### src/design/clc_pkg.sv
// Shared types and constants for the cargo length codec.
// Used by clc_alu, clc_seq and cargo_length_codec_unit; no dependencies.
package clc_pkg;

    localparam int CODE_BITS_DEF = 7;   // default code width
    localparam int DATA_W        = 16;  // value / result width
    localparam int CFG_W         = 3;   // config register width
    localparam int ALU_W         = 28;  // (2^8 << 19) still fits for decode
    localparam int SHAMT_W       = 5;

    localparam logic [1:0] ST_OK    = 2'd0;
    localparam logic [1:0] ST_ZERO  = 2'd1;
    localparam logic [1:0] ST_SPLIT = 2'd2;
    localparam logic [1:0] ST_RANGE = 2'd3;

    localparam logic KIND_ENCODE = 1'b0;

    localparam logic CFG_EXP_BITS = 1'b0;
    localparam logic CFG_MAN_BITS = 1'b1;

    typedef enum logic [1:0] {
        ALU_ADD,
        ALU_SUB,
        ALU_SHL,
        ALU_SHR
    } t_alu_op;

    typedef enum logic [3:0] {
        S_IDLE,
        S_E_BYTES,
        S_E_LOOP,
        S_E_BACK,
        S_E_REST,
        S_E_ROUND,
        S_E_SHIFT,
        S_D_SUM,
        S_D_SHL,
        S_D_SUB,
        S_DONE
    } t_state;

    typedef struct packed {
        logic              vld;
        logic [DATA_W-1:0] result;
        logic [1:0]        status;
    } t_done;

endpackage

### src/design/clc_alu.sv
// Shared add / subtract / shift unit of the cargo length codec.
// Depends on clc_pkg.
module clc_alu (
    input  clc_pkg::t_alu_op           i_op,
    input  logic [clc_pkg::ALU_W-1:0] i_a,
    input  logic [clc_pkg::ALU_W-1:0] i_b,
    output logic [clc_pkg::ALU_W-1:0] o_y
);

    logic [clc_pkg::SHAMT_W-1:0] shamt;

    assign shamt = i_b[clc_pkg::SHAMT_W-1:0];

    always_comb begin
        case (i_op)
            clc_pkg::ALU_ADD: o_y = i_a + i_b;
            clc_pkg::ALU_SUB: o_y = i_a - i_b;
            clc_pkg::ALU_SHL: o_y = i_a << shamt;
            clc_pkg::ALU_SHR: o_y = i_a >> shamt;
            default:          o_y = '0;
        endcase
    end

endmodule

### src/design/clc_seq.sv
// Sequencer and working registers of the cargo length codec; drives the
// shared clc_alu one operation per cycle. Depends on clc_pkg, clc_alu.
module clc_seq #(
    parameter int CODE_BITS = clc_pkg::CODE_BITS_DEF
) (
    input  logic                        i_clk,
    input  logic                        i_rst_n,
    input  logic                        i_valid,
    input  logic                        i_kind,
    input  logic [clc_pkg::DATA_W-1:0]  i_value,
    input  logic [clc_pkg::CFG_W-1:0]   i_exp_bits,
    input  logic [clc_pkg::CFG_W-1:0]   i_man_bits,
    input  logic                        i_take,
    output logic                        o_busy,
    output clc_pkg::t_done              o_done
);

    clc_pkg::t_state r_state, n_state;
    logic [clc_pkg::ALU_W-1:0]  r_acc, n_acc;
    logic [clc_pkg::DATA_W-1:0] r_nbytes, n_nbytes;
    logic [clc_pkg::DATA_W-1:0] r_offset, n_offset;
    logic [clc_pkg::DATA_W-1:0] r_step, n_step;
    logic [4:0]                 r_e, n_e;
    logic [clc_pkg::DATA_W-1:0] r_res, n_res;
    logic [1:0]                 r_st, n_st;

    clc_pkg::t_alu_op           alu_op;
    logic [clc_pkg::ALU_W-1:0]  alu_a, alu_b, alu_y;

    logic                       split_ok;
    logic [clc_pkg::DATA_W-1:0] man_pow;
    logic [7:0]                 exp_lim;
    logic [clc_pkg::DATA_W-1:0] e_field;
    logic [clc_pkg::DATA_W-1:0] step2;
    logic [4:0]                 e_inc;

    clc_alu u_alu (
        .i_op (alu_op),
        .i_a  (alu_a),
        .i_b  (alu_b),
        .o_y  (alu_y)
    );

    assign split_ok = ({1'b0, i_exp_bits} + {1'b0, i_man_bits}) == 4'(CODE_BITS);
    assign man_pow  = clc_pkg::DATA_W'(1) << i_man_bits;
    assign exp_lim  = 8'(1) << i_exp_bits;
    assign e_field  = (i_value >> i_man_bits)
                    & ((clc_pkg::DATA_W'(1) << i_exp_bits) - clc_pkg::DATA_W'(1));
    assign step2    = r_step << 1;
    assign e_inc    = r_e + 5'd1;

    always_ff @(posedge i_clk) begin
        if (!i_rst_n) begin
            r_state <= clc_pkg::S_IDLE;
        end else begin
            r_state <= n_state;
        end
    end

    always_ff @(posedge i_clk) begin
        r_acc    <= n_acc;
        r_nbytes <= n_nbytes;
        r_offset <= n_offset;
        r_step   <= n_step;
        r_e      <= n_e;
        r_res    <= n_res;
        r_st     <= n_st;
    end

    always_comb begin
        n_state  = r_state;
        n_acc    = r_acc;
        n_nbytes = r_nbytes;
        n_offset = r_offset;
        n_step   = r_step;
        n_e      = r_e;
        n_res    = r_res;
        n_st     = r_st;
        alu_op   = clc_pkg::ALU_ADD;
        alu_a    = '0;
        alu_b    = '0;

        case (r_state)
            clc_pkg::S_IDLE: begin
                n_res = '0;
                if (i_valid) begin
                    n_acc = clc_pkg::ALU_W'(i_value);
                    n_e   = e_field[4:0];
                    if (i_kind == clc_pkg::KIND_ENCODE) begin
                        if (i_value == '0) begin
                            n_st    = clc_pkg::ST_ZERO;
                            n_state = clc_pkg::S_DONE;
                        end else if (!split_ok) begin
                            n_st    = clc_pkg::ST_SPLIT;
                            n_state = clc_pkg::S_DONE;
                        end else begin
                            n_state = clc_pkg::S_E_BYTES;
                        end
                    end else begin
                        if (!split_ok) begin
                            n_st    = clc_pkg::ST_SPLIT;
                            n_state = clc_pkg::S_DONE;
                        end else if ((i_value >> CODE_BITS) != '0 || e_field > 16) begin
                            n_st    = clc_pkg::ST_RANGE;
                            n_state = clc_pkg::S_DONE;
                        end else begin
                            n_state = clc_pkg::S_D_SUM;
                        end
                    end
                end
            end
            // bits to bytes, rounded up
            clc_pkg::S_E_BYTES: begin
                alu_op   = clc_pkg::ALU_ADD;
                alu_a    = r_acc;
                alu_b    = clc_pkg::ALU_W'(7);
                n_nbytes = alu_y[18:3];
                n_step   = man_pow;
                n_offset = man_pow;
                n_e      = '0;
                n_state  = clc_pkg::S_E_LOOP;
            end
            // exponent search: one exponent per cycle
            clc_pkg::S_E_LOOP: begin
                if (r_offset < r_nbytes) begin
                    alu_op   = clc_pkg::ALU_ADD;
                    alu_a    = clc_pkg::ALU_W'(r_offset);
                    alu_b    = clc_pkg::ALU_W'(step2);
                    n_step   = step2;
                    n_offset = alu_y[clc_pkg::DATA_W-1:0];
                    n_e      = e_inc;
                    if (8'(e_inc) >= exp_lim) begin
                        n_st    = clc_pkg::ST_RANGE;
                        n_state = clc_pkg::S_DONE;
                    end
                end else begin
                    n_state = clc_pkg::S_E_BACK;
                end
            end
            clc_pkg::S_E_BACK: begin
                alu_op   = clc_pkg::ALU_SUB;
                alu_a    = clc_pkg::ALU_W'(r_offset);
                alu_b    = clc_pkg::ALU_W'(r_step);
                n_offset = alu_y[clc_pkg::DATA_W-1:0];
                n_state  = clc_pkg::S_E_REST;
            end
            clc_pkg::S_E_REST: begin
                alu_op  = clc_pkg::ALU_SUB;
                alu_a   = clc_pkg::ALU_W'(r_nbytes);
                alu_b   = clc_pkg::ALU_W'(r_offset);
                n_acc   = alu_y;
                n_state = clc_pkg::S_E_ROUND;
            end
            clc_pkg::S_E_ROUND: begin
                alu_op  = clc_pkg::ALU_ADD;
                alu_a   = r_acc;
                alu_b   = (clc_pkg::ALU_W'(1) << r_e) - clc_pkg::ALU_W'(1);
                n_acc   = alu_y;
                n_state = clc_pkg::S_E_SHIFT;
            end
            // ceil(rest / 2^e); the mantissa stored is that minus one
            clc_pkg::S_E_SHIFT: begin
                alu_op  = clc_pkg::ALU_SHR;
                alu_a   = r_acc;
                alu_b   = clc_pkg::ALU_W'(r_e);
                n_state = clc_pkg::S_DONE;
                if (alu_y > clc_pkg::ALU_W'(man_pow)) begin
                    n_st = clc_pkg::ST_RANGE;
                end else begin
                    n_st  = clc_pkg::ST_OK;
                    n_res = (clc_pkg::DATA_W'(r_e) << i_man_bits)
                          | (alu_y[clc_pkg::DATA_W-1:0] - clc_pkg::DATA_W'(1));
                end
            end
            // decode: bits = ((x + 1 + 2^m) << (e + 3)) - (2^m << 3)
            clc_pkg::S_D_SUM: begin
                alu_op  = clc_pkg::ALU_ADD;
                alu_a   = clc_pkg::ALU_W'(r_acc[clc_pkg::DATA_W-1:0]
                                          & (man_pow - clc_pkg::DATA_W'(1)));
                alu_b   = clc_pkg::ALU_W'(man_pow) + clc_pkg::ALU_W'(1);
                n_acc   = alu_y;
                n_state = clc_pkg::S_D_SHL;
            end
            clc_pkg::S_D_SHL: begin
                alu_op  = clc_pkg::ALU_SHL;
                alu_a   = r_acc;
                alu_b   = clc_pkg::ALU_W'(r_e) + clc_pkg::ALU_W'(3);
                n_acc   = alu_y;
                n_state = clc_pkg::S_D_SUB;
            end
            clc_pkg::S_D_SUB: begin
                alu_op  = clc_pkg::ALU_SUB;
                alu_a   = r_acc;
                alu_b   = clc_pkg::ALU_W'(man_pow) << 3;
                n_state = clc_pkg::S_DONE;
                if (alu_y[clc_pkg::ALU_W-1:clc_pkg::DATA_W] != '0) begin
                    n_st = clc_pkg::ST_RANGE;
                end else begin
                    n_st  = clc_pkg::ST_OK;
                    n_res = alu_y[clc_pkg::DATA_W-1:0];
                end
            end
            clc_pkg::S_DONE: begin
                if (i_take) begin
                    n_state = clc_pkg::S_IDLE;
                end
            end
            default: begin
                n_state = clc_pkg::S_IDLE;
            end
        endcase
    end

    assign o_busy        = r_state != clc_pkg::S_IDLE;
    assign o_done.vld    = r_state == clc_pkg::S_DONE;
    assign o_done.result = r_res;
    assign o_done.status = r_st;

    a_err_zero: assert property (@(posedge i_clk) disable iff (!i_rst_n)
        o_done.vld && o_done.status != clc_pkg::ST_OK |-> o_done.result == '0)
        else $error("error status with nonzero result");

    a_busy_after_accept: assert property (@(posedge i_clk) disable iff (!i_rst_n)
        i_valid && !o_busy |=> o_busy)
        else $error("transaction accepted but sequencer stayed idle");

    a_offset_covers_step: assert property (@(posedge i_clk) disable iff (!i_rst_n)
        r_state == clc_pkg::S_E_LOOP |-> r_offset >= r_step)
        else $error("cumulative offset below current step");

    a_done_holds: assert property (@(posedge i_clk) disable iff (!i_rst_n)
        o_done.vld && !i_take |=> o_done.vld && $stable(r_res) && $stable(r_st))
        else $error("finished result changed before hand-off");

endmodule

### src/design/cargo_length_codec_unit.sv
// Cargo length codec: bit count <-> exponent/mantissa length code.
// Usage:
//   Input channel (i_valid / o_stall, i_kind, i_value): a transaction is taken
//   when i_valid is high and o_stall is low. i_kind 0 encodes a bit count,
//   1 decodes a length code.
//   Output channel (o_valid / i_stall, o_result, o_status): one transaction per
//   input; o_result is 0 whenever o_status is not ok.
//   Config (i_cfg_we, i_cfg_index, i_cfg_data): index 0 exponent_bits, 1
//   mantissa_bits; write only while idle. The two must sum to CODE_BITS.
// Timing: one item at a time through a shared add/shift unit. An encode
//   turns bits into bytes, searches the exponent one step per cycle, steps
//   back, takes the rest, rounds and shifts; one that runs out of exponents
//   ends in the search. A decode sums, shifts and subtracts; an error caught
//   at the input skips all steps. o_stall is high until the result moves to
//   the output register; only then is a new item taken.
// Reset: synchronous, active low; exponent_bits = 3, mantissa_bits = 4,
//   no transaction pending.
// Stall: a finished result waits in the output register; the next item is
//   accepted and worked meanwhile and parks in the sequencer until the
//   output register frees up.
module cargo_length_codec_unit #(
    parameter int CODE_BITS = clc_pkg::CODE_BITS_DEF
) (
    input  logic                        i_clk,
    input  logic                        i_rst_n,
    input  logic                        i_valid,
    output logic                        o_stall,
    input  logic                        i_kind,
    input  logic [clc_pkg::DATA_W-1:0]  i_value,
    output logic                        o_valid,
    input  logic                        i_stall,
    output logic [clc_pkg::DATA_W-1:0]  o_result,
    output logic [1:0]                  o_status,
    input  logic                        i_cfg_we,
    input  logic                        i_cfg_index,
    input  logic [clc_pkg::CFG_W-1:0]   i_cfg_data
);

    logic [clc_pkg::CFG_W-1:0]  r_exp_bits;
    logic [clc_pkg::CFG_W-1:0]  r_man_bits;
    logic                       r_out_valid;
    logic [clc_pkg::DATA_W-1:0] r_out_result;
    logic [1:0]                 r_out_status;
    logic                       busy;
    logic                       take;
    clc_pkg::t_done             done;

    assign take = !r_out_valid || !i_stall;

    clc_seq #(
        .CODE_BITS (CODE_BITS)
    ) u_seq (
        .i_clk      (i_clk),
        .i_rst_n    (i_rst_n),
        .i_valid    (i_valid),
        .i_kind     (i_kind),
        .i_value    (i_value),
        .i_exp_bits (r_exp_bits),
        .i_man_bits (r_man_bits),
        .i_take     (take),
        .o_busy     (busy),
        .o_done     (done)
    );

    always_ff @(posedge i_clk) begin
        if (!i_rst_n) begin
            r_exp_bits <= 3'd3;
            r_man_bits <= 3'd4;
        end else if (i_cfg_we) begin
            case (i_cfg_index)
                clc_pkg::CFG_EXP_BITS: r_exp_bits <= i_cfg_data;
                clc_pkg::CFG_MAN_BITS: r_man_bits <= i_cfg_data;
                default: ;
            endcase
        end
    end

    always_ff @(posedge i_clk) begin
        if (!i_rst_n) begin
            r_out_valid <= 1'b0;
        end else if (take) begin
            r_out_valid <= done.vld;
        end
    end

    always_ff @(posedge i_clk) begin
        if (take && done.vld) begin
            r_out_result <= done.result;
            r_out_status <= done.status;
        end
    end

    assign o_stall  = busy;
    assign o_valid  = r_out_valid;
    assign o_result = r_out_result;
    assign o_status = r_out_status;

endmodule
### config.mk
export PLATFORM = sky130hd
export DESIGN_NAME = cargo_length_codec_unit
export DESIGN_NICKNAME = d
export VERILOG_FILES = /design/src/design/clc_pkg.sv /design/src/design/clc_alu.sv /design/src/design/clc_seq.sv /design/src/design/cargo_length_codec_unit.sv
export SDC_FILE = /design/constraint.sdc
export NUM_CORES = 1
export LEC_CHECK = 0
export BUFFER_PORTS_ARGS = -buffer_cell sky130_fd_sc_hd__buf_2
export CAP_MARGIN = 20
export CORE_UTILIZATION = 50
export DETAILED_ROUTE_END_ITERATION = 7
export GPL_TIMING_DRIVEN = 0
export HOLD_SLACK_MARGIN = 0.06
export PLACE_DENSITY_LB_ADDON = 0.05
export SETUP_SLACK_MARGIN = 0.15
export SLEW_MARGIN = 40
export SYNTH_ARGS = -nofsm -noshare
export SYNTH_HDL_FRONTEND = slang
export SYNTH_SLANG_ARGS = --single-unit
### constraint.sdc
create_clock -name i_clk -period 9.2 [get_ports i_clk]
set_input_delay 1.38 -clock i_clk [delete_from_list [all_inputs] [get_ports i_clk]]
set_output_delay 1.38 -clock i_clk [all_outputs]
set_load 0.05 [all_outputs]
==> metrics.md <==
| Metric | Value |
|---|---|
| Vert. Die Dim | `174 microns` |
| CP top delay family | `compound AO/OA/AOI/OAI gates` |
| Final HPWL DP | `56200 microns` |
| Share of cells above drive strength 1 | `0.138` |
| Routability Congestion | `1.06` |
| Non-Filler Instances | `2341` |
| CP Max Fanout | `10` |
| Minimum clock period | `8980 ps` |
| Cell with the most instances after synthesis | `nand2_1` |
| Worst path max stage delay | `510 ps` |
| DIE AREA | `30400 sq um` |
| Largest net degree at the start of global routing | `20` |
| Yosys cell types | `98` |
| 1st-iter DRT viols | `2631` |
| Final Hold Fails | `0` |
| Chip width | `174 microns` |
| CTS Buf Count | `17` |
| Clk root buf | `clkbuf_16` |
| Slew headroom | `0.340` |
| CTS HTree Levels | `4` |
| Area grow syn2layout | `12.6%` |
| Largest family of logic cells by synthesized area | `compound AO/OA/AOI/OAI gates` |
| Remaining DRCs | `0` |
| CP arrival | `9110 ps` |
| Top FF cell, synth | `edfxtp_1` |
| Syn_nets | `1957` |
| Ports | `46` |
| Number of flops mapped to enable cells by yosys | `117` |
| Synth Area in XOR/XNOR | `0.0327` |
| Vias | `17100` |
| Core area | `29000 sq um` |
| Grt total ovfl | `0` |
| Compound-cell area share of the yosys netlist | `0.270` |
| Routed length per instance | `31.2 microns` |
| Least-Margin Pin Slew | `985 ps` |
| Mapped Area | `14900 sq um` |
| Post-Synth Simple-Gate Area | `0.207` |
| Initial antenna violation count | `1` |
| Post-synthesis mux area share | `0.114` |
| Placed instance count | `2293` |
| Top-area cell type share of the netlist area | `0.236` |
| GRT Util Overall | `0.470` |
| Setup CP Type | `flip-flop to flip-flop` |
| Post-synthesis sequential area ratio | `0.251` |
| Fmax | `111 MHz` |
| Final core utilization | `0.577` |
| YS warnings | `0` |
| Port Buffers | `44` |
| Synth Instances | `1856` |
| Status | `finished, final reports clean` |
| Hold WC Path Type | `flip-flop to flip-flop` |
| Synth Area in Adders | `0.0641` |
| Cts hold-fix bufs | `0` |
| Setup crit end kind | `flip-flop` |
| RSZ-0062 raised after global routing | `no` |
| Setup crit start kind | `flip-flop` |
| Initial Util | `0.512` |
| Via density | `7.29` |
| Commonest cells in the netlist | `nand2_1 (174), nor2_1 (173), mux2i_1 (138), o21ai_0 (135), a21oi_1 (123)` |
| WL final | `72900 microns` |
| First-pass GRT wire length | `104000 microns` |
| Clock Latency Late Sink | `450 ps` |
| Vias in the first global route | `15900` |
| 1st-pass router iterations | `7` |
| Seq cells post-synth | `128` |
| Final setup skew | `14.3 ps` |
| CTS tree | `built` |
| Placement row count | `62` |
| Setup violations, final | `0` |
| Crit share post-route | `0.976` |
| Clk slew on worst S/H paths | `70 ps` |
| Worst Path Required | `9340 ps` |
| Synth area leaders | `edfxtp_1 (24%), mux2i_1 (9.3%), ha_1 (6.1%), o21ai_0 (4.5%), nand2_1 (4.4%)` |
| Worst Path Buf+Inv | `9` |
| Layout Nets | `2044` |
| Max-cap violations | `0` |
| Worst path slowest cell | `or4b_4` |
| # clock sinks | `128` |
| Clock Path Buffers | `2` |
| Async SR Flop Fraction | `0` |
| Avg Inst Size Synth | `8.01 sq um` |
| Top cell type by total area after synthesis | `edfxtp_1` |
| Final ANT Viol Nets | `0` |
| Final slew viol count | `0` |
worst register-to-register path, delay by kind of cell, from the launching register on:
family,cells,cell delay [ps]
compound gates,11,2930
simple gates,8,1830
fa+ha+maj,5,1500
buf+inv,9,1450
mux,1,450
flops,1,400
xor+xnor,1,110
final timing paths:
check	from	end	slack [ps]	cells after the start
worst max-delay path	u_seq.r_e[0]$_DFFE_PP_	u_seq.r_res[10]$_SDFFCE_PN0P_	220	35
worst min-delay path	u_seq.r_res[5]$_SDFFCE_PN0P_	o_result[5]$_DFFE_PP_	420	0
worst max register to register	u_seq.r_e[0]$_DFFE_PP_	u_seq.r_res[10]$_SDFFCE_PN0P_	220	35
worst min register to register	u_seq.r_res[5]$_SDFFCE_PN0P_	o_result[5]$_DFFE_PP_	420	0
cell families (layout without fill, tap and decap cells):
logic type,count (synthesis),after routing
flops,128,128
compound gates,592,592
simple gates,627,628
buf+inv,215,314
xor+xnor,54,54
fa+ha+maj,75,75
other cells,0,1
mux,165,165
metrics by stage:
step	worst slack, ps	TNS, ps	hold slack, ps	cell area (sq um)
after floorplan	784	0	400	14900
after global placement	-2480	-52290	401	15600
after detailed placement	-2470	-52520	406	15800
after CTS	188	0	422	16500
after global routing	115	0	427	16700
final	224	0	422	16700
registers in the layout, summed over array words and instances (netlist names):
| signal | cells |
|---|---|
| o_status | 2 |
| u_seq.r_st | 2 |
| u_seq.r_nbytes | 16 |
| r_exp_bits | 3 |
| u_seq.r_e | 5 |
| o_result | 16 |
| u_seq.r_offset | 16 |
| u_seq.r_state | 4 |
| u_seq.r_step | 16 |
| o_valid | 1 |
| r_man_bits | 3 |
| u_seq.r_acc | 28 |
| u_seq.r_res | 16 |
timing repair:
action / CTS / global route
gates resized for setup: 47 / 32
setup buffers: 5 / 8
endpoints found under the setup margin: 47 / 18
cloned: 1 / 0
pin swaps: 6 / 15
metal layers:
metal / wire [microns] / vias up / track usage
li1: - / 7204 / -
met1: 26200 / 7959 / 0.570
met2: 30800 / 1484 / 0.709
met3: 9210 / 407 / 0.120
met4: 6720 / 2 / 0.367
met5: 13 / - / 0
layout make-up:
class / instances / area (sq um)
antenna: 1 / 2.50
buffer: 138 / 668
clock buffer: 17 / 425
clock inverter: 15 / 169
fill: 2677 / 12300
inverter: 76 / 293
multi-input combinational: 1514 / 10500
sequential: 128 / 3730
tap: 384 / 480
timing repair buffer: 68 / 419
layout by cell type, fill, tap and decap left out, types with 13 or more instances in the layout:
cell	instances
buf_2	88
ha_1	70
and2_1	25
o211ai_1	23
o21ai_0	126
nand3_1	52
clkbuf_16	17
mux2_2	26
nor2_1	168
a221oi_1	15
nor2b_1	18
clkbuf_1	66
xor2_1	21
and3_1	18
xnor2_1	31
a22oi_1	16
a221o_1	14
nand2_1	174
a31oi_1	21
nand2b_1	18
a211oi_1	29
mux2i_1	138
a21oi_1	118
nand4_1	13
o22ai_1	20
edfxtp_1	117
nor3_1	46
buf_4	19
inv_1	71
a21o_1	40
Power is left out: the tool's default activity adds up to more than one toggle a clock period on the data nets, which glitch-free logic cannot reach.
